**src/rtl/core/sorted_priority_table_defines.svh**
```systemverilog
// assertion macros for the sorted priority table
// used by the top level only, no dependencies
`ifndef SORTED_PRIORITY_TABLE_DEFINES_SVH
`define SORTED_PRIORITY_TABLE_DEFINES_SVH

`ifndef SYNTHESIS

`define SPT_ASSERT_IMPLY(lbl, clk, rst_n, ante, cons) \
    lbl: assert property (@(posedge clk) disable iff (!rst_n) (ante) |-> (cons)) \
        else $error("sorted_priority_table: implication failed");

`define SPT_ASSERT_NEXT(lbl, clk, rst_n, ante, cons) \
    lbl: assert property (@(posedge clk) disable iff (!rst_n) (ante) |=> (cons)) \
        else $error("sorted_priority_table: next-cycle check failed");

`else

`define SPT_ASSERT_IMPLY(lbl, clk, rst_n, ante, cons)
`define SPT_ASSERT_NEXT(lbl, clk, rst_n, ante, cons)

`endif

`endif

```
**src/rtl/core/sptab_pkg.sv**
```systemverilog
// shared types, constants and helpers for the sorted priority table
// no dependencies
package sptab_pkg;

    localparam int QUEUE_DEPTH = 16;
    localparam int IDX_W       = $clog2(QUEUE_DEPTH);
    localparam int CNT_W       = 5;
    localparam int CMD_W       = 3;
    localparam int KEY_W       = 64;
    localparam int AGE_W       = 7;
    localparam int LVL_W       = 3;
    localparam int POS_W       = 4;
    localparam int ST_W        = 3;

    localparam logic [LVL_W-1:0] LEVEL_MIN = 3'd1;
    localparam logic [LVL_W-1:0] LEVEL_MAX = 3'd4;

    typedef enum logic [CMD_W-1:0] {
        CMD_INSERT = 3'd0,
        CMD_REMOVE = 3'd1,
        CMD_CHANGE = 3'd2,
        CMD_SEARCH = 3'd3,
        CMD_READ   = 3'd4
    } t_cmd;

    typedef enum logic [ST_W-1:0] {
        ST_OK        = 3'd0,
        ST_NOT_FOUND = 3'd1,
        ST_FULL      = 3'd2,
        ST_BAD_LEVEL = 3'd3,
        ST_NO_POS    = 3'd4
    } t_status;

    typedef struct packed {
        logic [KEY_W-1:0] key;
        logic [AGE_W-1:0] age;
        logic [LVL_W-1:0] level;
    } t_entry;

    typedef enum logic [3:0] {
        S_IDLE,
        S_DECODE,
        S_FIND_RD,
        S_FIND_CHK,
        S_DROP_RD,
        S_DROP_WR,
        S_SLOT_RD,
        S_SLOT_CHK,
        S_SHIFT,
        S_SHIFT_WR,
        S_POS_RD,
        S_POS_CHK,
        S_FINISH
    } t_state;

    typedef enum logic [1:0] {
        ADDR_IDX,
        ADDR_NEXT,
        ADDR_PREV,
        ADDR_POS
    } t_addr_sel;

    typedef enum logic [2:0] {
        IDX_HOLD,
        IDX_CLEAR,
        IDX_INC,
        IDX_DEC,
        IDX_COUNT
    } t_idx_op;

    typedef enum logic [1:0] {
        CNT_HOLD,
        CNT_INC,
        CNT_DEC
    } t_cnt_op;

    typedef enum logic [1:0] {
        RES_HOLD,
        RES_ERR,
        RES_READ,
        RES_NEW
    } t_res_op;

    typedef struct packed {
        logic      in_ready;
        logic      load;
        logic      rd_en;
        t_addr_sel rd_sel;
        logic      wr_en;
        logic      wr_new;
        t_idx_op   idx_op;
        logic      slot_load;
        t_cnt_op   cnt_op;
        t_res_op   res_op;
        t_status   res_status;
        logic      age_load;
        logic      out_load;
    } t_dp_cmd;

    typedef struct packed {
        logic             in_valid;
        logic             out_free;
        logic [CMD_W-1:0] cmd;
        logic             lvl_ok;
        logic             full;
        logic             scan_end;
        logic             key_hit;
        logic             lvl_ge;
        logic             pos_ok;
        logic             drop_more;
        logic             shift_more;
    } t_dp_stat;

    function automatic logic level_ok(input logic [LVL_W-1:0] lvl);
        return (lvl >= LEVEL_MIN) && (lvl <= LEVEL_MAX);
    endfunction

endpackage

```
**src/rtl/core/sptab_req_if.sv**
```systemverilog
// command channel of the sorted priority table
// depends on sptab_pkg
interface sptab_req_if import sptab_pkg::*; ();
    logic             valid;
    logic             ready;
    logic [CMD_W-1:0] command;
    logic [KEY_W-1:0] customer_key;
    logic [AGE_W-1:0] customer_age;
    logic [LVL_W-1:0] priority_level;
    logic [POS_W-1:0] position;

    modport source (
        output valid, command, customer_key, customer_age, priority_level, position,
        input  ready
    );
    modport sink (
        input  valid, command, customer_key, customer_age, priority_level, position,
        output ready
    );
endinterface

```
**src/rtl/core/sptab_rsp_if.sv**
```systemverilog
// result channel of the sorted priority table
// depends on sptab_pkg
interface sptab_rsp_if import sptab_pkg::*; ();
    logic             valid;
    logic             ready;
    logic [ST_W-1:0]  status;
    logic [KEY_W-1:0] found_key;
    logic [AGE_W-1:0] found_age;
    logic [LVL_W-1:0] found_level;
    logic [CNT_W-1:0] entry_count;

    modport source (
        output valid, status, found_key, found_age, found_level, entry_count,
        input  ready
    );
    modport sink (
        input  valid, status, found_key, found_age, found_level, entry_count,
        output ready
    );
endinterface

```
**src/rtl/core/sptab_ctrl.sv**
```systemverilog
// command sequencer: scan, shift and place steps over the entry memory
// depends on sptab_pkg
module sptab_ctrl
    import sptab_pkg::*;
(
    input  logic     i_clk,
    input  logic     i_rst_n,
    input  t_dp_stat i_stat,
    output t_dp_cmd  o_cmd
);

    t_state r_state;
    t_state n_state;

    always_ff @(posedge i_clk) begin
        if (!i_rst_n) begin
            r_state <= S_IDLE;
        end else begin
            r_state <= n_state;
        end
    end

    // next state
    always_comb begin
        n_state = r_state;
        unique case (r_state)
            S_IDLE: begin
                if (i_stat.in_valid) begin
                    n_state = S_DECODE;
                end
            end
            S_DECODE: begin
                unique case (i_stat.cmd)
                    CMD_INSERT: begin
                        n_state = (i_stat.lvl_ok && !i_stat.full) ? S_SLOT_RD : S_FINISH;
                    end
                    CMD_REMOVE, CMD_CHANGE, CMD_SEARCH: n_state = S_FIND_RD;
                    CMD_READ:   n_state = i_stat.pos_ok ? S_POS_RD : S_FINISH;
                    default:    n_state = S_FINISH;
                endcase
            end
            S_FIND_RD: begin
                n_state = i_stat.scan_end ? S_FINISH : S_FIND_CHK;
            end
            S_FIND_CHK: begin
                if (!i_stat.key_hit) begin
                    n_state = S_FIND_RD;
                end else if (i_stat.cmd == CMD_REMOVE) begin
                    n_state = S_DROP_RD;
                end else if (i_stat.cmd == CMD_CHANGE && i_stat.lvl_ok) begin
                    n_state = S_DROP_RD;
                end else begin
                    n_state = S_FINISH;
                end
            end
            S_DROP_RD: begin
                if (i_stat.drop_more) begin
                    n_state = S_DROP_WR;
                end else if (i_stat.cmd == CMD_CHANGE) begin
                    n_state = S_SLOT_RD;
                end else begin
                    n_state = S_FINISH;
                end
            end
            S_DROP_WR:  n_state = S_DROP_RD;
            S_SLOT_RD:  n_state = i_stat.scan_end ? S_SHIFT : S_SLOT_CHK;
            S_SLOT_CHK: n_state = i_stat.lvl_ge ? S_SLOT_RD : S_SHIFT;
            S_SHIFT:    n_state = i_stat.shift_more ? S_SHIFT_WR : S_FINISH;
            S_SHIFT_WR: n_state = S_SHIFT;
            S_POS_RD:   n_state = S_POS_CHK;
            S_POS_CHK:  n_state = S_FINISH;
            S_FINISH: begin
                if (i_stat.out_free) begin
                    n_state = S_IDLE;
                end
            end
            default:    n_state = S_IDLE;
        endcase
    end

    // datapath commands
    always_comb begin
        o_cmd            = '0;
        o_cmd.rd_sel     = ADDR_IDX;
        o_cmd.idx_op     = IDX_HOLD;
        o_cmd.cnt_op     = CNT_HOLD;
        o_cmd.res_op     = RES_HOLD;
        o_cmd.res_status = ST_OK;
        unique case (r_state)
            S_IDLE: begin
                o_cmd.in_ready = i_rst_n;
                o_cmd.load     = i_stat.in_valid && i_rst_n;
                o_cmd.idx_op   = IDX_CLEAR;
            end
            S_DECODE: begin
                unique case (i_stat.cmd)
                    CMD_INSERT: begin
                        if (!i_stat.lvl_ok) begin
                            o_cmd.res_op     = RES_ERR;
                            o_cmd.res_status = ST_BAD_LEVEL;
                        end else if (i_stat.full) begin
                            o_cmd.res_op     = RES_ERR;
                            o_cmd.res_status = ST_FULL;
                        end
                    end
                    CMD_REMOVE, CMD_CHANGE, CMD_SEARCH: begin
                    end
                    CMD_READ: begin
                        if (!i_stat.pos_ok) begin
                            o_cmd.res_op     = RES_ERR;
                            o_cmd.res_status = ST_NO_POS;
                        end
                    end
                    default: begin
                        o_cmd.res_op     = RES_ERR;
                        o_cmd.res_status = ST_OK;
                    end
                endcase
            end
            S_FIND_RD: begin
                if (i_stat.scan_end) begin
                    o_cmd.res_op     = RES_ERR;
                    o_cmd.res_status = ST_NOT_FOUND;
                end else begin
                    o_cmd.rd_en  = 1'b1;
                    o_cmd.rd_sel = ADDR_IDX;
                end
            end
            S_FIND_CHK: begin
                if (!i_stat.key_hit) begin
                    o_cmd.idx_op = IDX_INC;
                end else if (i_stat.cmd == CMD_CHANGE) begin
                    if (i_stat.lvl_ok) begin
                        o_cmd.age_load = 1'b1;
                    end else begin
                        o_cmd.res_op     = RES_ERR;
                        o_cmd.res_status = ST_BAD_LEVEL;
                    end
                end else begin
                    o_cmd.res_op = RES_READ;
                end
            end
            S_DROP_RD: begin
                if (i_stat.drop_more) begin
                    o_cmd.rd_en  = 1'b1;
                    o_cmd.rd_sel = ADDR_NEXT;
                end else begin
                    o_cmd.cnt_op = CNT_DEC;
                    o_cmd.idx_op = IDX_CLEAR;
                end
            end
            S_DROP_WR: begin
                o_cmd.wr_en  = 1'b1;
                o_cmd.idx_op = IDX_INC;
            end
            S_SLOT_RD: begin
                if (i_stat.scan_end) begin
                    o_cmd.slot_load = 1'b1;
                    o_cmd.idx_op    = IDX_COUNT;
                end else begin
                    o_cmd.rd_en  = 1'b1;
                    o_cmd.rd_sel = ADDR_IDX;
                end
            end
            S_SLOT_CHK: begin
                if (i_stat.lvl_ge) begin
                    o_cmd.idx_op = IDX_INC;
                end else begin
                    o_cmd.slot_load = 1'b1;
                    o_cmd.idx_op    = IDX_COUNT;
                end
            end
            S_SHIFT: begin
                if (i_stat.shift_more) begin
                    o_cmd.rd_en  = 1'b1;
                    o_cmd.rd_sel = ADDR_PREV;
                end else begin
                    o_cmd.wr_en  = 1'b1;
                    o_cmd.wr_new = 1'b1;
                    o_cmd.cnt_op = CNT_INC;
                    o_cmd.res_op = RES_NEW;
                end
            end
            S_SHIFT_WR: begin
                o_cmd.wr_en  = 1'b1;
                o_cmd.idx_op = IDX_DEC;
            end
            S_POS_RD: begin
                o_cmd.rd_en  = 1'b1;
                o_cmd.rd_sel = ADDR_POS;
            end
            S_POS_CHK: begin
                o_cmd.res_op = RES_READ;
            end
            S_FINISH: begin
                o_cmd.out_load = i_stat.out_free;
            end
            default: begin
            end
        endcase
    end

endmodule

```
**src/rtl/core/sptab_dp.sv**
```systemverilog
// entry memory, scan index, entry count, result and output registers
// depends on sptab_pkg, sptab_req_if, sptab_rsp_if
module sptab_dp
    import sptab_pkg::*;
(
    input  logic     i_clk,
    input  logic     i_rst_n,
    sptab_req_if.sink   i_req,
    sptab_rsp_if.source o_rsp,
    input  t_dp_cmd  i_cmd,
    output t_dp_stat o_stat
);

    t_entry             r_mem [QUEUE_DEPTH];
    t_entry             r_rd_data;
    logic [CMD_W-1:0]   r_cmd;
    logic [KEY_W-1:0]   r_key;
    logic [AGE_W-1:0]   r_age;
    logic [LVL_W-1:0]   r_lvl;
    logic [POS_W-1:0]   r_pos;
    logic [CNT_W-1:0]   r_idx;
    logic [CNT_W-1:0]   n_idx;
    logic [CNT_W-1:0]   r_slot;
    logic [CNT_W-1:0]   r_count;
    logic [ST_W-1:0]    r_res_status;
    t_entry             r_res;
    logic               r_out_valid;
    logic [ST_W-1:0]    r_out_status;
    t_entry             r_out;
    logic [CNT_W-1:0]   r_out_count;
    logic [CNT_W-1:0]   w_rd_addr;
    logic [CNT_W-1:0]   w_idx_next;
    t_entry             w_wr_data;

    assign w_idx_next = r_idx + CNT_W'(1);

    always_comb begin
        unique case (i_cmd.rd_sel)
            ADDR_IDX:  w_rd_addr = r_idx;
            ADDR_NEXT: w_rd_addr = w_idx_next;
            ADDR_PREV: w_rd_addr = r_idx - CNT_W'(1);
            ADDR_POS:  w_rd_addr = CNT_W'(r_pos);
            default:   w_rd_addr = r_idx;
        endcase
    end

    assign w_wr_data = i_cmd.wr_new ? t_entry'{key: r_key, age: r_age, level: r_lvl}
                                    : r_rd_data;

    // entry memory
    always_ff @(posedge i_clk) begin
        if (i_cmd.wr_en) begin
            r_mem[r_idx[IDX_W-1:0]] <= w_wr_data;
        end
    end

    always_ff @(posedge i_clk) begin
        if (i_cmd.rd_en) begin
            r_rd_data <= r_mem[w_rd_addr[IDX_W-1:0]];
        end
    end

    // captured command fields
    always_ff @(posedge i_clk) begin
        if (i_cmd.load) begin
            r_cmd <= i_req.command;
            r_key <= i_req.customer_key;
            r_age <= i_req.customer_age;
            r_lvl <= i_req.priority_level;
            r_pos <= i_req.position;
        end else if (i_cmd.age_load) begin
            r_age <= r_rd_data.age;
        end
    end

    always_comb begin
        unique case (i_cmd.idx_op)
            IDX_HOLD:  n_idx = r_idx;
            IDX_CLEAR: n_idx = '0;
            IDX_INC:   n_idx = w_idx_next;
            IDX_DEC:   n_idx = r_idx - CNT_W'(1);
            IDX_COUNT: n_idx = r_count;
            default:   n_idx = r_idx;
        endcase
    end

    always_ff @(posedge i_clk) begin
        if (!i_rst_n) begin
            r_idx   <= '0;
            r_count <= '0;
        end else begin
            r_idx <= n_idx;
            unique case (i_cmd.cnt_op)
                CNT_HOLD: r_count <= r_count;
                CNT_INC:  r_count <= r_count + CNT_W'(1);
                CNT_DEC:  r_count <= r_count - CNT_W'(1);
                default:  r_count <= r_count;
            endcase
        end
    end

    always_ff @(posedge i_clk) begin
        if (i_cmd.slot_load) begin
            r_slot <= r_idx;
        end
    end

    // result of the command in flight
    always_ff @(posedge i_clk) begin
        unique case (i_cmd.res_op)
            RES_HOLD: begin
            end
            RES_ERR: begin
                r_res_status <= i_cmd.res_status;
                r_res        <= '0;
            end
            RES_READ: begin
                r_res_status <= ST_OK;
                r_res        <= r_rd_data;
            end
            RES_NEW: begin
                r_res_status <= ST_OK;
                r_res        <= t_entry'{key: r_key, age: r_age, level: r_lvl};
            end
            default: begin
            end
        endcase
    end

    // output register
    always_ff @(posedge i_clk) begin
        if (!i_rst_n) begin
            r_out_valid <= 1'b0;
        end else if (i_cmd.out_load) begin
            r_out_valid <= 1'b1;
        end else if (o_rsp.ready) begin
            r_out_valid <= 1'b0;
        end
    end

    always_ff @(posedge i_clk) begin
        if (i_cmd.out_load) begin
            r_out_status <= r_res_status;
            r_out        <= r_res;
            r_out_count  <= r_count;
        end
    end

    assign i_req.ready       = i_cmd.in_ready;
    assign o_rsp.valid       = r_out_valid;
    assign o_rsp.status      = r_out_status;
    assign o_rsp.found_key   = r_out.key;
    assign o_rsp.found_age   = r_out.age;
    assign o_rsp.found_level = r_out.level;
    assign o_rsp.entry_count = r_out_count;

    always_comb begin
        o_stat.in_valid   = i_req.valid;
        o_stat.out_free   = !r_out_valid || o_rsp.ready;
        o_stat.cmd        = r_cmd;
        o_stat.lvl_ok     = level_ok(r_lvl);
        o_stat.full       = r_count >= CNT_W'(QUEUE_DEPTH);
        o_stat.scan_end   = r_idx >= r_count;
        o_stat.key_hit    = r_rd_data.key == r_key;
        o_stat.lvl_ge     = r_rd_data.level >= r_lvl;
        o_stat.pos_ok     = CNT_W'(r_pos) < r_count;
        o_stat.drop_more  = w_idx_next < r_count;
        o_stat.shift_more = r_idx > r_slot;
    end

endmodule

```
**src/rtl/core/sorted_priority_table.sv**
```systemverilog
// sorted priority table top level: sequencer plus datapath, one command at a time
// every visited entry costs a read step and a compare or write step on the entry memory
// a new command is taken only from idle, in the cycle after the previous result is loaded
// reset: synchronous, active low; clears the count and output valid, table contents kept
`include "sorted_priority_table_defines.svh"

module sorted_priority_table
    import sptab_pkg::*;
(
    input  logic        i_clk,
    input  logic        i_rst_n,
    sptab_req_if.sink   i_in,
    sptab_rsp_if.source o_out
);

    t_dp_cmd  w_cmd;
    t_dp_stat w_stat;

    sptab_ctrl u_ctrl (
        .i_clk   (i_clk),
        .i_rst_n (i_rst_n),
        .i_stat  (w_stat),
        .o_cmd   (w_cmd)
    );

    sptab_dp u_dp (
        .i_clk   (i_clk),
        .i_rst_n (i_rst_n),
        .i_req   (i_in),
        .o_rsp   (o_out),
        .i_cmd   (w_cmd),
        .o_stat  (w_stat)
    );

    `SPT_ASSERT_IMPLY(a_err_fields_zero, i_clk, i_rst_n, o_out.valid && o_out.status != ST_OK, o_out.found_key == '0 && o_out.found_age == '0 && o_out.found_level == '0)
    `SPT_ASSERT_IMPLY(a_count_bound, i_clk, i_rst_n, o_out.valid, o_out.entry_count <= CNT_W'(QUEUE_DEPTH))
    `SPT_ASSERT_NEXT(a_busy_after_accept, i_clk, i_rst_n, i_in.valid && i_in.ready, !i_in.ready)
    `SPT_ASSERT_NEXT(a_result_shown, i_clk, i_rst_n, w_cmd.out_load, o_out.valid)

endmodule

```
**src/flat_wrapper.sv**
```systemverilog
// flat-port wrapper written by rule: the top's interface ports become plain ports
module sorted_priority_table_flat import sptab_pkg::*;
  (i_clk, i_rst_n, i_in_valid, i_in_command, i_in_customer_key, i_in_customer_age, i_in_priority_level, i_in_position, i_in_ready, o_out_valid, o_out_status, o_out_found_key, o_out_found_age, o_out_found_level, o_out_entry_count, o_out_ready);
  sptab_req_if i_in_i ();
  sptab_rsp_if o_out_i ();
  input  logic i_clk;
  input  logic i_rst_n;
  input wire logic [$bits(i_in_i.valid)-1:0] i_in_valid;
  input wire logic [$bits(i_in_i.command)-1:0] i_in_command;
  input wire logic [$bits(i_in_i.customer_key)-1:0] i_in_customer_key;
  input wire logic [$bits(i_in_i.customer_age)-1:0] i_in_customer_age;
  input wire logic [$bits(i_in_i.priority_level)-1:0] i_in_priority_level;
  input wire logic [$bits(i_in_i.position)-1:0] i_in_position;
  output wire logic [$bits(i_in_i.ready)-1:0] i_in_ready;
  output wire logic [$bits(o_out_i.valid)-1:0] o_out_valid;
  output wire logic [$bits(o_out_i.status)-1:0] o_out_status;
  output wire logic [$bits(o_out_i.found_key)-1:0] o_out_found_key;
  output wire logic [$bits(o_out_i.found_age)-1:0] o_out_found_age;
  output wire logic [$bits(o_out_i.found_level)-1:0] o_out_found_level;
  output wire logic [$bits(o_out_i.entry_count)-1:0] o_out_entry_count;
  input wire logic [$bits(o_out_i.ready)-1:0] o_out_ready;
  assign i_in_i.valid = i_in_valid;
  assign i_in_i.command = i_in_command;
  assign i_in_i.customer_key = i_in_customer_key;
  assign i_in_i.customer_age = i_in_customer_age;
  assign i_in_i.priority_level = i_in_priority_level;
  assign i_in_i.position = i_in_position;
  assign i_in_ready = i_in_i.ready;
  assign o_out_valid = o_out_i.valid;
  assign o_out_status = o_out_i.status;
  assign o_out_found_key = o_out_i.found_key;
  assign o_out_found_age = o_out_i.found_age;
  assign o_out_found_level = o_out_i.found_level;
  assign o_out_entry_count = o_out_i.entry_count;
  assign o_out_i.ready = o_out_ready;
  sorted_priority_table u_core (.i_clk(i_clk), .i_rst_n(i_rst_n), .i_in(i_in_i), .o_out(o_out_i));
endmodule
```
**config.mk**
```make
export PLATFORM = sky130hd
export DESIGN_NAME = sorted_priority_table_flat
export DESIGN_NICKNAME = d
export VERILOG_FILES = /design/src/rtl/core/sptab_pkg.sv /design/src/rtl/core/sptab_req_if.sv /design/src/rtl/core/sptab_rsp_if.sv /design/src/rtl/core/sptab_ctrl.sv /design/src/rtl/core/sptab_dp.sv /design/src/rtl/core/sorted_priority_table.sv /design/src/flat_wrapper.sv
export VERILOG_INCLUDE_DIRS = /design/src /design/src/rtl/core
export SDC_FILE = /design/constraint.sdc
export NUM_CORES = 2
export LEC_CHECK = 0
export BUFFER_PORTS_ARGS = -buffer_cell sky130_fd_sc_hd__buf_2
export CAP_MARGIN = 5
export CORE_MARGIN = 3
export CORE_UTILIZATION = 55
export DETAILED_ROUTE_END_ITERATION = 16
export PLACE_DENSITY = 0.71
export SYNTH_ARGS = -nofsm -noshare
export SYNTH_HDL_FRONTEND = slang
export SYNTH_SLANG_ARGS = --single-unit
```
**constraint.sdc**
```tcl
create_clock -name i_clk -period 8 [get_ports i_clk]
set_input_delay 0.4 -clock i_clk [delete_from_list [all_inputs] [get_ports i_clk]]
set_output_delay 0.4 -clock i_clk [all_outputs]
set_load 0.01 [all_outputs]
```
==> results.json <==
{
  "status": "finished, final reports clean",
  "finalHoldViolCount": 0,
  "clk_latency_ns": 0.78,
  "vias": 46159,
  "dieWidth_um": 353,
  "ys_seq_elements": 1518,
  "crit_buf_inv": 2,
  "htreeDepth": 4,
  "cts_buffers": 156,
  "cpLargestDelayFamily": "simple AND/OR/NAND/NOR gates",
  "path_class": "flip-flop to flip-flop",
  "initialDrtViolationCount": 6622,
  "p_leak_nw": 25.8,
  "yosysUniqueCellTypes": 66,
  "dieHeight_um": 353,
  "async_flop_share": 0,
  "wl_met2_um": 85500,
  "grt-ovfl-total": 0,
  "period_minus_slack_ns": 5.64,
  "synth_commonest_cells": "1,503 x edfxtp_1, 1,440 x nand2_1, 320 x a21oi_1",
  "place.gp.congestion": 0.862,
  "crit_fanout": 211,
  "drv_slew": 0,
  "yosysSeqAreaShare": 0.685,
  "min_path_type": "input port to flip-flop",
  "clock_sinks": 1518,
  "synth.most_common_cell": "edfxtp_1",
  "yosys_warnings": 0,
  "dpl.hpwl_um": 97400,
  "clockBufferDepth": 3,
  "wl_met3_um": 19300,
  "peakVddDrop_mv": 0.317,
  "cap_violations": 0,
  "antenna_left": 0,
  "grt_max_degree": 220,
  "netlist_area_sq_um": 66300,
  "syn2layout_area_growth_pct": 12.0,
  "synthFlopType": "edfxtp_1",
  "cp_slowest_cell": "dfxtp_1",
  "syn_inst": 5222,
  "grt_use_total": 0.290,
  "critical_path.cell_chain": "nand3_1 -> xnor2_1 -> ha_1 -> a21o_1 -> a21oi_1 -> nand3_1 -> nand3_1 -> and3_4 -> buf_4 -> buf_12 -> a211oi_1 -> a311oi_1 -> o41ai_1 -> nand3_1",
  "antenna_found_initial": 2,
  "synth_top_cells_by_area": "edfxtp_1 68%, nand2_1 8.2%, a311oi_1 3.9%",
  "crit_top_cell": "nand3_1",
  "nets": 5473,
  "post_cts_buffers": 0,
  "fin_crit_sh": 0.706,
  "setup_tns_ns": 0,
  "worstMarginPinSlew_ns": 1.26,
  "fin_skew_ns": 0.0487,
  "synth_largest_area_cell": "edfxtp_1",
  "wl_per_cell_um": 26.2,
  "grt_pass1_wl_um": 273000,
  "setup_viol": 0,
  "cts_root_buffer": "clkbuf_16",
  "grt_pass1_vias": 42906,
  "final_layout_size_suffix_gt1_frac": 0.0906,
  "stdcell_area_sq_um": 74200,
  "synth.avg_cell_area_sq_um": 12.7,
  "port_buffers": 168,
  "critPathLaunchType": "flip-flop",
  "pin_count": 169,
  "wl_met1_um": 73800,
  "relSlewSlack": 0.160,
  "rsz0062_at_grt": "false",
  "final_cells": 7078,
  "viasPerCell": 6.52,
  "post-synth-top-area-fraction": 0.681,
  "synth_edf_count": 1503,
  "cp.arrival_ns": 6.28,
  "tritoncts": "yes",
  "crit_required_ns": 8.64,
  "routed.top_layer": "met4",
  "rows": 126,
  "mappedNetlistNets": 5338,
  "wirelength_um": 185000,
  "slowest_delay_ns": 0.84,
  "die_area_sq_um": 125000,
  "dr.pass1.iters": 6,
  "drcViolationCount": 0,
  "core_region_area_sq_um": 119000,
  "end_kind": "flip-flop",
  "postPlaceCellArea_sq_um": 68500,
  "clk_pin_slew_ns": 0.06,
  "fmax_mhz": 177,
  "dp_cells": 6714,
  "initial_core_util": 0.558,
  "power.density_nw_per_um2": 305
}
-- placed cells by master, fill, tap and decap left out, drive strengths merged, types with 7 or more instances in the layout --
cell	Yosys	layout
edfxtp	1503	1503
nand2	1441	1441
a21oi	321	321
a21o	305	305
a211oi	294	294
a311oi	292	292
buf	178	238
clkbuf	168	193
a22oi	146	146
dlygate4sd3	0	85
nand3	85	85
a22o	75	75
o41ai	73	73
xnor2	69	69
clkinv	1	67
nor2	44	44
inv	25	31
ha	30	30
nand4	25	25
nand2b	16	16
nor3	16	16
dfxtp	15	15
o21ai	12	12
nor4	9	9
bufinv	0	7
-- layout make-up --
class	count	area, sq um
Multi-Input combinational cell	3332	19400
Fill cell	8804	44600
Clock inverter	85	723
Timing Repair Buffer	323	2450
Clock buffer	193	4170
Tap cell	1600	2000
Inverter	26	103
Antenna cell	1	2.50
Sequential cell	1518	45400
-- worst reg2reg max path, cell delays in order (launching register included) --
cell and delay, ns:
dfxtp_1 0.84, nand3_1 0.25, xnor2_1 0.25, ha_1 0.29, a21o_1 0.16, a21oi_1 0.26
nand3_1 0.38, nand3_1 0.27, and3_4 0.34, buf_4 0.64, buf_12 0.68, a211oi_1 0.48
a311oi_1 0.38, o41ai_1 0.16, nand3_1 0.14
-- timing repair --
| action | in CTS | in global routing |
|---|---|---|
| hold buffers | 85 | 0 |
| hold endpoints to repair | 84 | 0 |
| endpoints found under the setup margin | 0 | 0 |
| gates resized for setup | 0 | 0 |
-- registers in the layout, indices dropped and copies added, names as in the netlist --
signal and cells:
u_core.u_dp.r_mem 1184, u_core.u_dp.r_rd_data 74, u_core.u_dp.r_res 74, u_core.u_dp.o_rsp.found_key 64
u_core.u_dp.r_key 64, u_core.u_dp.o_rsp.found_age 7, u_core.u_dp.r_age 7, u_core.u_dp.o_rsp.entry_count 5
u_core.u_dp.r_count 5, u_core.u_dp.r_idx 5, u_core.u_dp.r_slot 5, u_core.u_ctrl.r_state 4
u_core.u_dp.r_pos 4, u_core.u_dp.o_rsp.found_level 3, u_core.u_dp.o_rsp.status 3, u_core.u_dp.r_cmd 3
u_core.u_dp.r_lvl 3, u_core.u_dp.r_res_status 3, u_core.u_dp.o_rsp.valid 1
-- through the flow --
stage               hold slack, ns  worst slack, ns   util  power, W
detailed placement           0.405             2.52  0.576    0.0157
global placement             0.402             2.74  0.576    0.0156
floorplan                    0.400            0.767      -    0.0140
global route                 0.316             2.06  0.625    0.0235
finish                       0.322             2.36  0.625    0.0227
CTS                          0.280             2.48  0.625    0.0226
-- final timing paths --
kind	slack, ns	cells past startpoint	end	from
setup / recovery	2.36	14	u_core.u_dp.r_rd_data[24]	u_core.u_dp.r_idx[2]
hold / removal	0.32	2	u_core.u_dp.r_key[47]	i_in_customer_key[47]
setup reg to reg	2.36	14	u_core.u_dp.r_rd_data[24]	u_core.u_dp.r_idx[2]
hold reg to reg	0.41	0	u_core.u_dp.o_rsp.found_key[51]	u_core.u_dp.r_res[61]
-- cell families (layout without fill, tap and decap cells) --
| family | Yosys count | after routing | synth area share |
|---|---|---|---|
| AND/OR/NAND/NOR | 1666 | 1666 | 0.0997 |
| AO/OA/AOI/OAI | 1556 | 1556 | 0.173 |
| flip-flops | 1518 | 1518 | 0.685 |
| buffers and inverters | 372 | 627 | 0.0256 |
| XOR/XNOR | 75 | 75 | 0.00991 |
| adder cells (fa/ha/maj) | 31 | 31 | 0.00597 |
| multiplexers | 4 | 4 | 0.000623 |
| other | 0 | 1 | 0 |
-- routing by layer --
metal | GRT usage | vias to the layer above
li1 | - | 20413
met1 | 0.412 | 22652
met2 | 0.451 | 2699
met3 | 0.0500 | 395
met4 | 0.112 | 0
met5 | 0 | -
-- power by group --
part / internal [W] / total [W] / switching [W] / leakage (nW)
combinational: 0.00134 / 0.00488 / 0.00354 / 9.73
clock: 0.00394 / 0.00698 / 0.00304 / 2.38
sequential: 0.0104 / 0.0108 / 0.000405 / 13.7
total: 0.0157 / 0.0227 / 0.00699 / 25.8
Note: power is estimated with default switching activity, not from simulation.
